==> src/hdl/x86d_pkg.sv <==
`timescale 1ns / 1ps
`default_nettype none

package x86d_pkg;

    // Opcode classes of the decoded subset
    typedef enum logic [2:0] {
        CL_RMREG   = 3'd0,
        CL_IMMRM   = 3'd1,
        CL_IMMREG  = 3'd2,
        CL_ACC     = 3'd3,
        CL_JUMP    = 3'd4,
        CL_UNKNOWN = 3'd5
    } class_t;

    // Mnemonic codes
    localparam logic [4:0] MN_MOV     = 5'd0;
    localparam logic [4:0] MN_ADD     = 5'd1;
    localparam logic [4:0] MN_SUB     = 5'd2;
    localparam logic [4:0] MN_CMP     = 5'd3;
    localparam logic [4:0] MN_JCC     = 5'd4;
    localparam logic [4:0] MN_LOOP    = 5'd20;
    localparam logic [4:0] MN_UNKNOWN = 5'd24;

    // Operand form codes
    localparam logic [2:0] FORM_RMREG  = 3'd0;
    localparam logic [2:0] FORM_IMMRM  = 3'd1;
    localparam logic [2:0] FORM_IMMREG = 3'd2;
    localparam logic [2:0] FORM_ACC    = 3'd3;
    localparam logic [2:0] FORM_JUMP   = 3'd4;

    // Addressing byte mod codes, direct address r/m and arithmetic selectors
    localparam logic [1:0] MOD_MEM    = 2'd0;
    localparam logic [1:0] MOD_DISP8  = 2'd1;
    localparam logic [1:0] MOD_DISP16 = 2'd2;
    localparam logic [2:0] RM_DIRECT  = 3'd6;
    localparam logic [2:0] SEL_ADD    = 3'd0;
    localparam logic [2:0] SEL_SUB    = 3'd5;
    localparam logic [2:0] SEL_CMP    = 3'd7;

    // Opcode patterns
    localparam logic [7:0] TOP6_MASK  = 8'hFC;
    localparam logic [7:0] TOP7_MASK  = 8'hFE;
    localparam logic [7:0] OP_MOV_RM  = 8'b1000_1000;
    localparam logic [7:0] OP_ADD_RM  = 8'b0000_0000;
    localparam logic [7:0] OP_SUB_RM  = 8'b0010_1000;
    localparam logic [7:0] OP_CMP_RM  = 8'b0011_1000;
    localparam logic [7:0] OP_MOV_IMM = 8'b1100_0110;
    localparam logic [7:0] OP_GRP_IMM = 8'b1000_0000;
    localparam logic [3:0] OP_MOV_REG = 4'b1011;
    localparam logic [7:0] OP_ADD_ACC = 8'b0000_0100;
    localparam logic [7:0] OP_SUB_ACC = 8'b0010_1100;
    localparam logic [7:0] OP_CMP_ACC = 8'b0011_1100;
    localparam logic [3:0] OP_JCC     = 4'b0111;
    localparam logic [7:0] OP_LOOP    = 8'b1110_0000;

    // Decoded result of one instruction
    typedef struct packed {
        logic [4:0]  mnemonic;
        logic [2:0]  form;
        logic        wide;
        logic        to_reg;
        logic [1:0]  mode;
        logic [2:0]  reg_field;
        logic [2:0]  rm_field;
        logic [15:0] displacement;
        logic [15:0] immediate;
        logic [7:0]  jump_offset;
        logic [2:0]  length;
    } result_t;

    function automatic class_t classify(input logic [7:0] op);
        logic [7:0] top6;
        logic [7:0] top7;
        class_t     cls;
        top6 = op & TOP6_MASK;
        top7 = op & TOP7_MASK;
        if (top6 == OP_MOV_RM || top6 == OP_ADD_RM || top6 == OP_SUB_RM
            || top6 == OP_CMP_RM)
            cls = CL_RMREG;
        else if (top7 == OP_MOV_IMM || top6 == OP_GRP_IMM)
            cls = CL_IMMRM;
        else if (op[7:4] == OP_MOV_REG)
            cls = CL_IMMREG;
        else if (top7 == OP_ADD_ACC || top7 == OP_SUB_ACC || top7 == OP_CMP_ACC)
            cls = CL_ACC;
        else if (op[7:4] == OP_JCC || top6 == OP_LOOP)
            cls = CL_JUMP;
        else
            cls = CL_UNKNOWN;
        return cls;
    endfunction

    function automatic logic has_modrm(input class_t cls);
        return (cls == CL_RMREG) || (cls == CL_IMMRM);
    endfunction

    // Displacement bytes implied by the addressing byte
    function automatic logic [1:0] disp_len(input logic [7:0] m);
        logic [1:0] n;
        case (m[7:6])
            MOD_MEM:    n = (m[2:0] == RM_DIRECT) ? 2'd2 : 2'd0;
            MOD_DISP8:  n = 2'd1;
            MOD_DISP16: n = 2'd2;
            default:    n = 2'd0;
        endcase
        return n;
    endfunction

    // Data bytes that follow the opcode and addressing bytes
    function automatic logic [1:0] data_len(input logic [7:0] op, input class_t cls);
        logic [1:0] n;
        case (cls)
            CL_IMMRM:
            begin
                if ((op & TOP7_MASK) == OP_MOV_IMM)
                    n = op[0] ? 2'd2 : 2'd1;
                else
                    n = (op[1:0] == 2'b01) ? 2'd2 : 2'd1;
            end
            CL_IMMREG: n = op[3] ? 2'd2 : 2'd1;
            CL_ACC:    n = op[0] ? 2'd2 : 2'd1;
            CL_JUMP:   n = 2'd1;
            default:   n = 2'd0;
        endcase
        return n;
    endfunction

    function automatic logic [4:0] arith_mnemonic(input logic [2:0] sel);
        logic [4:0] mn;
        case (sel)
            SEL_ADD: mn = MN_ADD;
            SEL_SUB: mn = MN_SUB;
            SEL_CMP: mn = MN_CMP;
            default: mn = MN_UNKNOWN;
        endcase
        return mn;
    endfunction

endpackage

`default_nettype wire

==> src/hdl/x86d_emit.sv <==
`timescale 1ns / 1ps
`default_nettype none

module x86d_emit (
    input  wire logic [7:0]       op,
    input  wire logic [7:0]       modrm,
    input  wire logic [15:0]      disp,
    input  wire logic [15:0]      data,
    input  wire logic [2:0]       len,
    output x86d_pkg::result_t     result
);

    x86d_pkg::class_t cls;
    logic [1:0]       dl;
    logic [1:0]       tl;
    logic             sign_imm;

    assign cls = x86d_pkg::classify(op);
    assign dl  = x86d_pkg::disp_len(modrm);
    assign tl  = x86d_pkg::data_len(op, cls);

    // Group form with s set widens a single data byte by sign
    assign sign_imm = (cls == x86d_pkg::CL_IMMRM)
                   && ((op & x86d_pkg::TOP7_MASK) != x86d_pkg::OP_MOV_IMM)
                   && op[1] && data[7];

    // Build the decoded fields from the gathered bytes
    always_comb
    begin
        result              = '0;
        result.length       = len;
        if (x86d_pkg::has_modrm(cls))
        begin
            result.mode      = modrm[7:6];
            result.reg_field = modrm[5:3];
            result.rm_field  = modrm[2:0];
            if (dl == 2'd2)
                result.displacement = disp;
            else if (dl == 2'd1)
                result.displacement = {{8{disp[7]}}, disp[7:0]};
        end
        if (cls != x86d_pkg::CL_JUMP && tl != 2'd0)
        begin
            if (tl == 2'd2)
                result.immediate = data;
            else if (sign_imm)
                result.immediate = {8'hFF, data[7:0]};
            else
                result.immediate = {8'h00, data[7:0]};
        end
        case (cls)
            x86d_pkg::CL_RMREG:
            begin
                result.mnemonic = ((op & x86d_pkg::TOP6_MASK) == x86d_pkg::OP_MOV_RM)
                                ? x86d_pkg::MN_MOV : x86d_pkg::arith_mnemonic(op[5:3]);
                result.form     = x86d_pkg::FORM_RMREG;
                result.wide     = op[0];
                result.to_reg   = op[1];
            end
            x86d_pkg::CL_IMMRM:
            begin
                result.mnemonic = ((op & x86d_pkg::TOP7_MASK) == x86d_pkg::OP_MOV_IMM)
                                ? x86d_pkg::MN_MOV : x86d_pkg::arith_mnemonic(modrm[5:3]);
                result.form     = x86d_pkg::FORM_IMMRM;
                result.wide     = op[0];
            end
            x86d_pkg::CL_IMMREG:
            begin
                result.mnemonic  = x86d_pkg::MN_MOV;
                result.form      = x86d_pkg::FORM_IMMREG;
                result.wide      = op[3];
                result.reg_field = op[2:0];
            end
            x86d_pkg::CL_ACC:
            begin
                result.mnemonic = x86d_pkg::arith_mnemonic(op[5:3]);
                result.form     = x86d_pkg::FORM_ACC;
                result.wide     = op[0];
            end
            x86d_pkg::CL_JUMP:
            begin
                if (op[7:4] == x86d_pkg::OP_JCC)
                    result.mnemonic = x86d_pkg::MN_JCC + {1'b0, op[3:0]};
                else
                    result.mnemonic = x86d_pkg::MN_LOOP + {3'b000, op[1:0]};
                result.form        = x86d_pkg::FORM_JUMP;
                result.jump_offset = data[7:0];
            end
            default:
            begin
                result.mnemonic = x86d_pkg::MN_UNKNOWN;
            end
        endcase
    end

endmodule

`default_nettype wire

==> src/hdl/x86_16_instruction_decoder.sv <==
// The decoded item is registered and appears in the cycle after the final byte of an instruction is taken.
// One code byte per cycle while in_ready is high; in_ready drops while a result is held and out_ready is low.
// The byte position and length registers track each instruction; one result register holds the item.
// Reset clears the byte position, the expected length, the gathered bytes and the
// output valid; the next byte after reset is taken as an opcode.
`timescale 1ns / 1ps
`default_nettype none

module x86_16_instruction_decoder (
    input  wire logic              clk,
    input  wire logic              rst_n,
    input  wire logic              in_valid,
    output logic                   in_ready,
    input  wire logic [7:0]        code_byte,
    output logic                   out_valid,
    input  wire logic              out_ready,
    output logic [4:0]             mnemonic,
    output logic [2:0]             form,
    output logic                   wide,
    output logic                   to_reg,
    output logic [1:0]             mode,
    output logic [2:0]             reg_field,
    output logic [2:0]             rm_field,
    output logic [15:0]            displacement,
    output logic [15:0]            immediate,
    output logic signed [7:0]      jump_offset,
    output logic [2:0]             length
);

    logic [2:0]  pos_reg, pos_next, pos_upd;
    logic [2:0]  need_reg, need_next, need_upd;
    logic [7:0]  op_reg, op_next;
    logic [7:0]  modrm_reg, modrm_next;
    logic [15:0] disp_reg, disp_next;
    logic [15:0] data_reg, data_next;
    logic        out_valid_reg, out_valid_next;
    logic        accept;
    logic        done;

    x86d_pkg::class_t  cls_first;
    x86d_pkg::class_t  cls_held;
    x86d_pkg::result_t result_reg, result_next;

    logic [1:0] dl_held;
    logic [2:0] hdr;
    logic [2:0] idx;
    logic [2:0] data_idx;

    assign in_ready = !out_valid_reg || out_ready;
    assign accept   = in_valid && in_ready;

    assign cls_first = x86d_pkg::classify(code_byte);
    assign cls_held  = x86d_pkg::classify(op_reg);
    assign dl_held   = x86d_pkg::has_modrm(cls_held) ? x86d_pkg::disp_len(modrm_reg) : 2'd0;
    assign hdr       = x86d_pkg::has_modrm(cls_held) ? 3'd2 : 3'd1;
    assign idx       = pos_reg - hdr;
    assign data_idx  = idx - {1'b0, dl_held};

    // Fold the incoming byte into the partial instruction
    always_comb
    begin
        op_next    = op_reg;
        modrm_next = modrm_reg;
        disp_next  = disp_reg;
        data_next  = data_reg;
        pos_upd    = pos_reg;
        need_upd   = need_reg;
        done       = 1'b0;
        if (pos_reg == 3'd0)
        begin
            op_next    = code_byte;
            modrm_next = '0;
            disp_next  = '0;
            data_next  = '0;
            pos_upd    = 3'd1;
            if (x86d_pkg::has_modrm(cls_first))
            begin
                need_upd = 3'd0;
            end
            else
            begin
                need_upd = 3'd1 + {1'b0, x86d_pkg::data_len(code_byte, cls_first)};
                done     = (need_upd <= 3'd1);
            end
        end
        else
        begin
            if (x86d_pkg::has_modrm(cls_held) && pos_reg == 3'd1)
            begin
                modrm_next = code_byte;
                need_upd   = 3'd2 + {1'b0, x86d_pkg::disp_len(code_byte)}
                           + {1'b0, x86d_pkg::data_len(op_reg, cls_held)};
                pos_upd    = 3'd2;
            end
            else
            begin
                if (idx < {1'b0, dl_held})
                begin
                    if (idx[0])
                        disp_next[15:8] = disp_reg[15:8] | code_byte;
                    else
                        disp_next[7:0]  = disp_reg[7:0] | code_byte;
                end
                else
                begin
                    if (data_idx[0])
                        data_next[15:8] = data_reg[15:8] | code_byte;
                    else
                        data_next[7:0]  = data_reg[7:0] | code_byte;
                end
                pos_upd = pos_reg + 3'd1;
            end
            done = (pos_upd >= need_upd);
        end
    end

    // Restart at an opcode once an instruction completes
    assign pos_next  = done ? 3'd0 : pos_upd;
    assign need_next = done ? 3'd0 : need_upd;

    x86d_emit u_emit (
        .op     (op_next),
        .modrm  (modrm_next),
        .disp   (disp_next),
        .data   (data_next),
        .len    (pos_upd),
        .result (result_next)
    );

    // Hold the result until taken, set it on a completed instruction
    always_comb
    begin
        if (accept && done)
            out_valid_next = 1'b1;
        else if (out_ready)
            out_valid_next = 1'b0;
        else
            out_valid_next = out_valid_reg;
    end

    // Advance the instruction state on each accepted item
    always_ff @(posedge clk or negedge rst_n)
    begin
        if (!rst_n)
        begin
            pos_reg       <= '0;
            need_reg      <= '0;
            op_reg        <= '0;
            modrm_reg     <= '0;
            disp_reg      <= '0;
            data_reg      <= '0;
            out_valid_reg <= 1'b0;
        end
        else
        begin
            out_valid_reg <= out_valid_next;
            if (accept)
            begin
                pos_reg   <= pos_next;
                need_reg  <= need_next;
                op_reg    <= op_next;
                modrm_reg <= modrm_next;
                disp_reg  <= disp_next;
                data_reg  <= data_next;
            end
        end
    end

    // Load the result register
    always_ff @(posedge clk)
    begin
        if (accept && done)
            result_reg <= result_next;
    end

    assign out_valid    = out_valid_reg;
    assign mnemonic     = result_reg.mnemonic;
    assign form         = result_reg.form;
    assign wide         = result_reg.wide;
    assign to_reg       = result_reg.to_reg;
    assign mode         = result_reg.mode;
    assign reg_field    = result_reg.reg_field;
    assign rm_field     = result_reg.rm_field;
    assign displacement = result_reg.displacement;
    assign immediate    = result_reg.immediate;
    assign jump_offset  = result_reg.jump_offset;
    assign length       = result_reg.length;

endmodule

`default_nettype wire

==> config.mk <==
export PLATFORM = sky130hd
export DESIGN_NAME = x86_16_instruction_decoder
export DESIGN_NICKNAME = d
export VERILOG_FILES = /design/src/hdl/x86d_pkg.sv /design/src/hdl/x86d_emit.sv /design/src/hdl/x86_16_instruction_decoder.sv
export SDC_FILE = /design/constraint.sdc
export NUM_CORES = 1
export LEC_CHECK = 0
export ABC_AREA = 1
export BUFFER_PORTS_ARGS = -buffer_cell sky130_fd_sc_hd__buf_2
export CAP_MARGIN = 20
export CORE_AREA = 2 2 215 132
export CTS_CLUSTER_DIAMETER = 60
export DETAILED_ROUTE_END_ITERATION = 6
export DIE_AREA = 0 0 217 134
export GPL_TIMING_DRIVEN = 1
export PLACE_DENSITY_LB_ADDON = 0.1
export SYNTH_ARGS = -nofsm -noshare
export SYNTH_HDL_FRONTEND = slang
export SYNTH_HIERARCHICAL = 1
export SYNTH_SLANG_ARGS = --single-unit
==> constraint.sdc <==
create_clock -name clk -period 7.9 [get_ports clk]
set_input_delay 0.79 -clock clk [delete_from_list [all_inputs] [get_ports clk]]
set_output_delay 0.79 -clock clk [all_outputs]
set_load 0.005 [all_outputs]
== Word level (Yosys, flattened, before mapping) ==
Index checks and enable logic that the tools add are counted.
W data, S select, Z words.

* Flip-flop bits (word level): 116
* Output and inout port bits: 63

* Add/sub/neg operators: 8
* Magnitude comparators: 3
* Equality and inequality tests: 67
* Muxes and demuxes: 84
* Bitwise operators: 4
* Reductions and logical operators: 48

{| class="wikitable"
|+ Operator list
! kind !! count
|-
| $mux W16 || 10
|-
| $mux W3 || 22
|-
| $mux W8 || 7
|-
| $eq A6 B6 Y1 const B || 9
|-
| $mux W2 || 23
|-
| $eq A7 B5 Y1 const B || 6
|-
| $eq A6 B4 Y1 const B || 6
|-
| $or A8 B8 Y8 || 4
|-
| $eq A3 B3 Y1 const B || 10
|-
| $pmux W5 S3 || 2
|-
| $logic_or A1 B1 Y1 || 25
|-
| $pmux W5 S5 || 1
|-
| $logic_not A8 Y1 || 3
|-
| $pmux W2 S4 || 3
|-
| $mux W22 || 1
|-
| $eq A7 B2 Y1 const B || 3
|-
| $eq A7 B7 Y1 const B || 3
|-
| $eq A3 B2 Y1 const B || 6
|-
| $logic_not A3 Y1 || 6
|-
| $pmux W2 S3 || 3
|-
| $mux W5 || 3
|-
| $eq A2 B1 Y1 const B || 7
|-
| $eq A3 B1 Y1 const B || 4
|-
| $eq A4 B3 Y1 const B || 3
|-
| other kinds (23) || 44
|}

== Longest topological paths before layout ==
Gate-level depths: netlist (run 1).

* Word-level depth: 20
* Gate-level depth with buffers: 25

== Modules after synthesis ==
Netlist (run 1), hierarchy kept.

{| class="wikitable"
|+ By module, submodules not included
! module !! instances !! cells each !! area each (µm²)
|-
| x86_16_instruction_decoder || 1 || 701 || 6,003.3
|-
| x86d_emit || 1 || 208 || 977.2
|}

== Worst setup path before layout (run 1) ==
OpenSTA, ideal clock, no wires.

* Path type: in2reg
* Start point: input port code_byte[7]
* End point: register result_reg (netlist bit displacement[0]) (enable)
* Library setup time: 0.482 ns
* Data arrival time: 5.240 ns
* Required time: 7.418 ns
* Path slack: 2.178 ns
* Cell stages on the path: 17
* Path buffers: 1
* Cells stage by stage: buf_2 inv_1 nor2_1 nor2_1 ha_1 inv_1 ha_1 xnor2_1 nand2_1 and2_1 ha_1 inv_1 nor2_1 o21ai_0 nand2_1 inv_1 nor2_1

* Longest elaborated chain between the ends: 16
* Elaborated cells between the ends (all ways): 50

{| class="wikitable"
|+ Ends and longest elaborated chain
! item !! line !! text
|-
| start: declaration || x86_16_instruction_decoder.sv:14 || <nowiki>input wire logic [7:0] code_byte,</nowiki>
|-
| $eq A6 B6 Y1, or another cell as far along || x86d_pkg.sv:87 || <nowiki>else if (op[7:4] == OP_JCC || top6 == OP_LOOP)</nowiki>
|-
| $logic_or A1 B1 Y1, on equally long branches || x86d_pkg.sv:87, x86d_pkg.sv:85 ||
|-
| $mux W1 / $logic_or A1 B1 Y1 (equally long branches) || x86d_pkg.sv:87, x86d_pkg.sv:85 ||
|-
| $mux W3 || x86d_pkg.sv:85 || <nowiki>else if (top7 == OP_ADD_ACC || top7 == OP_SUB_ACC || top7 == OP_CMP_ACC)</nowiki>
|-
| $mux W3 || x86d_pkg.sv:83 || <nowiki>else if (op[7:4] == OP_MOV_REG)</nowiki>
|-
| $mux W3 || x86d_pkg.sv:81 || <nowiki>else if (top7 == OP_MOV_IMM || top6 == OP_GRP_IMM)</nowiki>
|-
| $mux W3 || x86d_pkg.sv:78 || <nowiki>if (top6 == OP_MOV_RM || top6 == OP_ADD_RM || top6 == OP_SUB_RM</nowiki>
|-
| $eq A3 B3 Y1, or another cell as far along || x86d_pkg.sv:113 || <nowiki>case (cls)</nowiki>
|-
| $pmux W2 S4 || x86d_pkg.sv:113 ||
|-
| $mux W2 || x86_16_instruction_decoder.sv:76 || <nowiki>if (x86d_pkg::has_modrm(cls_first))</nowiki>
|-
| $mux W2 || x86_16_instruction_decoder.sv:69 || <nowiki>if (pos_reg == 3'd0)</nowiki>
|-
| $add A1 B2 Y3 || x86_16_instruction_decoder.sv:82 || <nowiki>need_upd = 3'd1 + {1'b0, x86d_pkg::data_len(code_byte, cls_first)};</nowiki>
|-
| $le A3 B1 Y1 || x86_16_instruction_decoder.sv:83 || <nowiki>done = (need_upd <= 3'd1);</nowiki>
|-
| $mux W1 || x86_16_instruction_decoder.sv:76 ||
|-
| $mux W1 (*) || x86_16_instruction_decoder.sv:69 ||
|-
| $logic_and A1 B1 Y1 (*) || x86_16_instruction_decoder.sv:172 || <nowiki>if (accept && done)</nowiki>
|-
| end signal: assignment || x86_16_instruction_decoder.sv:173 || <nowiki>result_reg <= result_next;</nowiki>
|-
| end: declaration || x86_16_instruction_decoder.sv:42 || <nowiki>x86d_pkg::result_t result_reg, result_next;</nowiki>
|}

Every way passes the cells marked *; elsewhere a longest branch is shown, timed or not. The select of a mux whose other input is x is not followed.
A chain may end at the register's enable or synchronous reset.

== Final worst setup path (run 1) ==
* Start point: register op_reg[4]
* End point: register result_reg (netlist bit displacement[10]), data pin

* Elaborated cells between the ends (all ways): 77

{| class="wikitable"
|+ RTL lines
! item !! line !! text
|-
| start: declaration || x86_16_instruction_decoder.sv:32 || <nowiki>logic [7:0] op_reg, op_next;</nowiki>
|-
| start signal: assignment || x86_16_instruction_decoder.sv:161 || <nowiki>op_reg <= op_next;</nowiki>
|-
| $eq A6 B6 Y1, or another cell as far along || x86d_pkg.sv:87 ||
|-
| $logic_or A1 B1 Y1, on equally long branches || x86d_pkg.sv:87, x86d_pkg.sv:85 ||
|-
| $mux W1 / $logic_or A1 B1 Y1 (equally long branches) || x86d_pkg.sv:87, x86d_pkg.sv:85 ||
|-
| $mux W3 || x86d_pkg.sv:85 ||
|-
| $mux W3 || x86d_pkg.sv:83 ||
|-
| $mux W3 || x86d_pkg.sv:81 ||
|-
| $mux W3 (*) || x86d_pkg.sv:78 ||
|-
| $eq A3 B1 Y1 / $logic_not A3 Y1 (equally long branches) || x86d_pkg.sv:95 || <nowiki>return (cls == CL_RMREG) || (cls == CL_IMMRM);</nowiki>
|-
| [2 not listed] || n/a ||
|-
| $sub A3 B2 Y3 || x86_16_instruction_decoder.sv:56 || <nowiki>assign idx = pos_reg - hdr;</nowiki>
|-
| $lt A3 B2 Y1 / $mux W8 (equally long branches) || x86_16_instruction_decoder.sv:97, x86_16_instruction_decoder.sv:99 ||
|-
| $mux W16 || x86_16_instruction_decoder.sv:97 || <nowiki>if (idx < {1'b0, dl_held})</nowiki>
|-
| $mux W16 (*) || x86_16_instruction_decoder.sv:88 || <nowiki>if (x86d_pkg::has_modrm(cls_held) && pos_reg == 3'd1)</nowiki>
|-
| $mux W16 (*) || x86_16_instruction_decoder.sv:69 ||
|-
| via disp_next[7] || x86_16_instruction_decoder.sv:34 || <nowiki>logic [15:0] disp_reg, disp_next;</nowiki>
|-
| $mux W16 (*) || x86d_emit.sv:39 || <nowiki>else if (dl == 2'd1)</nowiki>
|-
| $mux W16 (*) || x86d_emit.sv:37 || <nowiki>if (dl == 2'd2)</nowiki>
|}

The timed path passes the listed nets; every way through them passes the cells marked *.

==> results of run 1 <==
cell usage in the layout, fill, tap and decap left out, types with 3 or more instances in the layout:
| cell | instances |
|---|---|
| edfxtp_1 | 61 |
| a21oi_1 | 19 |
| nor2_1 | 101 |
| o21ai_0 | 44 |
| nor2_2 | 6 |
| ha_1 | 17 |
| inv_2 | 6 |
| nand2_2 | 5 |
| o21ai_1 | 24 |
| nand3_2 | 3 |
| and3_1 | 7 |
| inv_1 | 135 |
| nand2_1 | 200 |
| a31oi_1 | 34 |
| nand2_4 | 3 |
| nand4_1 | 45 |
| clkinvlp_4 | 3 |
| dfrtp_1 | 55 |
| nor3_1 | 6 |
| clkinv_4 | 3 |
| buf_4 | 11 |
| buf_2 | 74 |
| clkinv_2 | 5 |
| nand3_1 | 69 |
| clkbuf_16 | 17 |
logic make-up after synthesis:
family                   count (synthesis)  synth area share (%)
buffers and inverters                  191                  11.2
AND/OR/NAND/NOR                        453                  28.9
adder cells (fa/ha/maj)                 18                  3.33
XOR/XNOR                                 1                 0.125
AO/OA/AOI/OAI                          130                  10.5
flip-flops                             116                  46.0
power by group through the flow:
stage / clock [W] / combinational [W] / sequential [W]
floorplan: 0 / 0.00136 / 0.00104
global placement: 0 / 0.00201 / 0.00104
detailed placement: 0 / 0.00199 / 0.00103
CTS: 0.000804 / 0.00200 / 0.00103
global route: 0.000829 / 0.00226 / 0.00105
finish: 0.000779 / 0.00199 / 0.00102
per-layer routing:
layer	GRT usage [%]	share of wire (%)	wire, µm	up-vias
met5	0	0	0	-
met4	2.97	0.43	95	0
met3	3.74	4.6	1020	6
met2	20.1	37	8110	133
met1	25.3	58	12800	2844
li1	-	-	-	3118
cell type report:
class | instances | share of cell area [%]
clock buffer | 19 | 5.48
clock inverter | 13 | 1.62
inverter | 144 | 6.58
multi-input combinational | 602 | 36.4
sequential | 116 | 38.8
tap | 367 | 5.56
timing repair buffer | 85 | 5.48
stage by stage:
step | hold slack (ns) | setup slack [ns] | cell area [µm²] | util (%) | total power, W
5_1_grt | 0.505 | 2.36 | 8260 | 30.4 | 0.00414
3_3_place_gp | 0.468 | 3.01 | 7670 | 28.2 | 0.00305
2_1_floorplan | 0.449 | 2.18 | 6980 | - | 0.00240
6_report | 0.481 | 2.91 | 8260 | 30.4 | 0.00380
3_5_place_dp | 0.471 | 2.92 | 7670 | 28.2 | 0.00303
4_1_cts | 0.487 | 2.89 | 8260 | 30.4 | 0.00384
worst max-delay path by stage:
stage               slack, ns          from          endpoint  depth (start not counted)
global route             2.36     op_reg[4]  displacement[10]                         22
CTS                      2.89     op_reg[4]  displacement[10]                         22
floorplan                2.18  code_byte[7]   displacement[0]                         17
detailed placement       2.92     op_reg[4]  displacement[10]                         22
global placement         3.01     op_reg[4]  displacement[12]                         22
finish                   2.91     op_reg[4]  displacement[10]                         22
critical path: stages (launching register included):
cell	delay, ns
dfrtp_1	0.45
nor2_1	0.17
nand2_1	0.09
nor2_1	0.18
nor2_2	0.07
nand3_2	0.06
buf_4	0.48
inv_1	0.19
ha_1	0.22
inv_1	0.06
fa_1	0.41
ha_1	0.30
a21oi_1	0.14
nand2_1	0.39
inv_1	0.58
a31oi_1	0.14
nand2_1	0.11
nand2_1	0.05
nor2_1	0.08
inv_1	0.07
nor3_1	0.19
o21ai_2	0.16
a21oi_1	0.20
==> impl_metrics.toml, run 1 <==
[clocking]
clock_sinks = 116
post_cts_buffers = 0
cts_hold_buf = 0
tritoncts = "yes"
cts_root_buf = "clkbuf_16"
clk_path_buf_depth = 2
cts.reportedPaths.clkPinSlew_ns = 0.06
htreeDepth = 4
clock_latency_ns = 0.42
numCtsBuffers = 17
ctsResizeCount = 0

[setup_path]
arrival_ns = 5.25
worstReg2RegStart = "op_reg[4]"
worst-path-max-fanout = 45
cp-start-kind = "flop"
crit_path_end_kind = "flop"
reg2reg_depth = 22
rr_endpoint = "displacement[10]"
critical_path_class = "flop to flop"
required_ns = 8.16
reg2reg_slack_ns = 2.91

[logic_synthesis]
yosysUniqueCellTypes = 42
syn_inst = 909
synth_most_common_cell = "nand2_1"
synthFlopType = "edfxtp_1"
synth_edf_count = 61
synth_area_um2 = 6980
synth_area_leaders = "edfxtp_1, dfrtp_1, nand2_1"
yosysWarnings = 6
syn-num-nets = 939
ys_ff_latch = 116
synthTopCellsByCount = "nand2_1, inv_1, nor2_1"
yosysTopAreaCellShare_pct = 26.2
seq_area_frac_synth_pct = 46.0
async_flop_share_pct = 47.4
synth_area_per_cell_um2 = 7.68
yosysTopAreaCell = "edfxtp_1"

[grt]
grt_usage_pct = 15.6
grt_max_degree = 61
grt_pass1_vias = 5766
grt_overflow = 0
antenna_found_initial = 0
grt_pass1_wl_mm = 34.5

[sta]
finalSetupViolCount = 0
hold_viol_final = 0
fin_crit_sh_pct = 63.1
min_period_ns = 4.99
drv_slew = 0
fin_worst_skew_ns = 0.00901
rsz0062_at_grt = "no"
slew_headroom_pct = 30.7
fmax_mhz = 201
tns_ns = 0
tightest_slew_ns = 1.03

[die]
die_h_um = 134
pin_count = 75
start_util_pct = 25.7
dieWidth_um = 217
core-area_um2 = 27200
die_area_um2 = 29100
placementRows = 47

[min_path]
hold_class = "flop to flop"
holdPathStages = 2
min_from = "need_reg[2]"
whs_endpoint = "need_reg[2]"

[route]
drc_errors = 0
vias = 6101
avgRoutedWirePerCell_um = 16.4
drt_iter0_markers = 466
totalWireLength_mm = 22.1
antenna_left = 0
avgViaCountPerCell = 4.53
drt_first_pass_iters = 5

[finish]
drive_gt1_share_pct = 15.4
nets = 996
area_delta_synth_final_pct = 18.3
stdcell_count = 1346
multi_input_area_um2 = 3010
nFillCells = 3015
antennaDiodeCount = 0
final-seq-area_um2 = 3210

[power_and_ir_drop]
clockPowerShare_pct = 20.5
swShare_pct = 48.5
combPwrFrac_pct = 52.5
p_int_w = 0.00196
seqPwrFrac_pct = 27.0
p_per_area_nw_per_um2 = 460
irDropWorstVdd_uv = 169
netSwitchingPower_w = 0.00184
leakagePower_nw = 3.73

[placement]
dp_hpwl_mm = 14.6
gp_congestion = 0.790
dp.cells = 1314
io_buffers = 74

[run]
max-cap-violations = 0

[outcome]
status = "complete, no violations"
(Power assumes the default switching activity.)
==> inputs of run 2 (changes only) <==
- clock period: 7.9 -> 4.8 ns (I/O delays scaled with it)
==> run 2 against run 1 <==
Compared with the run above:
- critical path type unchanged
- die area unchanged
- register-to-register slack got worse by 1.9 ns
- clock-buffer cell count unchanged
- first-iteration DRC count increased by 23%
- sequential share of layout area decreased by 0.38 points
==> impl_metrics.toml, run 2 (synthesis results as in run 1) <==
[clocking]
cts.reportedPaths.clkPinSlew_ns = 0.06
clock_sinks = 116
ctsResizeCount = 0
clk_path_buf_depth = 2
cts_root_buf = "clkbuf_16"
post_cts_buffers = 0
numCtsBuffers = 17
cts_hold_buf = 0
clock_latency_ns = 0.44
htreeDepth = 4
tritoncts = "yes"

[setup_path]
cpMaxStageDelayCell = "buf_4"
cp-startpoint = "op_reg[4]"
arrival_ns = 3.90
crit_path_end_kind = "flop"
reg2reg_slack_ns = 1.01
cpPeakStageDelay_ns = 0.47
critical_path_class = "flop to flop"
rr_endpoint = "immediate[2]"
worstPathCellList = "nor2_1 -> nand2_1 -> nor2_1 -> nor2_2 -> nand3_2 -> buf_4 -> nand2_2 -> inv_1 -> nand2_1 -> and2_1 -> ha_1 -> inv_1 -> nor2_1 -> o21ai_0 -> nand2_1 -> inv_1 -> nor2_4 -> buf_4"
reg2reg_depth = 18
cp-start-kind = "flop"
worst-path-max-fanout = 44
required_ns = 4.91
worstReg2RegStart = "op_reg[4]"

[placement]
gp_congestion = 0.764
dp_hpwl_mm = 15.1
dp.cells = 1322
io_buffers = 74

[sta]
hold_slack_ns = 0.226
drv_slew = 0
finalSetupViolCount = 0
slew_headroom_pct = 44.4
fin_crit_sh_pct = 79.0
fmax_mhz = 264
rsz0062_at_grt = "no"
hold_viol_final = 0
fin_worst_skew_ns = 0.0131
min_period_ns = 3.79
tns_ns = 0
tightest_slew_ns = 0.825

[power_and_ir_drop]
swShare_pct = 47.1
p_int_w = 0.00336
combPwrFrac_pct = 52.4
seqPwrFrac_pct = 26.5
irDropWorstVdd_uv = 236
leakagePower_nw = 3.78
clockPowerShare_pct = 21.0
netSwitchingPower_w = 0.00299
p_per_area_nw_per_um2 = 762

[min_path]
hold_class = "input pin to async pin"

[finish]
stdcell_count = 1355
drive_gt1_share_pct = 15.5
area_delta_synth_final_pct = 19.5
antennaDiodeCount = 0
nets = 1005
layout_commonest_cell = "nand2_1"
layout_common_cells = "nand2_1, inv_1, nor2_1, buf_2, nand3_1"

[outcome]
status = "complete, no violations"

[route]
totalWireLength_mm = 22.2
drt_iter0_markers = 572
avgRoutedWirePerCell_um = 16.4
drt_first_pass_iters = 5
drc_errors = 0
vias = 6212
avgViaCountPerCell = 4.58
antenna_left = 0

[grt]
grt_overflow = 0
antenna_found_initial = 0
grt_pass1_vias = 5763
grt_usage_pct = 15.9
grt_pass1_wl_mm = 34.8
grt_max_degree = 56

[die]
core-area_um2 = 27200
die_area_um2 = 29100
die_h_um = 134
pin_count = 75
start_util_pct = 25.7
dieWidth_um = 217
placementRows = 47

[run]
max-cap-violations = 0
[run 2: metrics by stage]
step	util, %	total power [W]	cell area, µm²	setup WS (ns)
floorplan	-	0.00394	6980	0.333
global placement	28.5	0.00510	7740	1.09
detailed placement	28.5	0.00505	7740	1.06
CTS	30.7	0.00642	8340	1.04
global route	30.7	0.00695	8340	0.687
finish	30.7	0.00635	8340	1.01
[run 2: area by class of cell]
class	count	area [µm²]
clock buffers	19	433
fillers	2938	18800
clock inverters	13	163
well taps	367	459
repair buffers	94	531
multi-input cells	602	3000
flip-flops and latches	116	3210
inverters	144	544
[run 2: per-layer routing]
layer	part of all wire (%)	wire length, µm	GRT usage [%]
met3	5.5	1220	3.47
met4	1.2	263	4.79
met2	37	8220	20.7
met1	56	12500	25.4
met5	0	0	0
[run 2: power by group through the flow]
stage | logic [W] | registers, W | clock network (W)
after floorplan | 0.00223 | 0.00170 | 0
after global placement | 0.00339 | 0.00171 | 0
after detailed placement | 0.00335 | 0.00170 | 0
after CTS | 0.00336 | 0.00169 | 0.00137
after global routing | 0.00380 | 0.00173 | 0.00142
final | 0.00333 | 0.00169 | 0.00134
[run 2: how the worst max path moves through the flow]
stage                 endpoint  slack [ns]
2_1_floorplan  displacement[0]        0.33
6_report          immediate[2]        1.01
5_1_grt           immediate[5]        0.69
3_3_place_gp    jump_offset[2]        1.09
4_1_cts           immediate[2]        1.04
3_5_place_dp      immediate[2]        1.06
[run 2: worst max-delay path, delay by kind of cell (launching register included)]
family	cells	cell delay [ns]
AOI/OAI and AO/OA	1	0.10
and+or+nand+nor	11	1.54
DFF	1	0.46
adders and majority gates	1	0.27
buffers and inverters	5	1.07
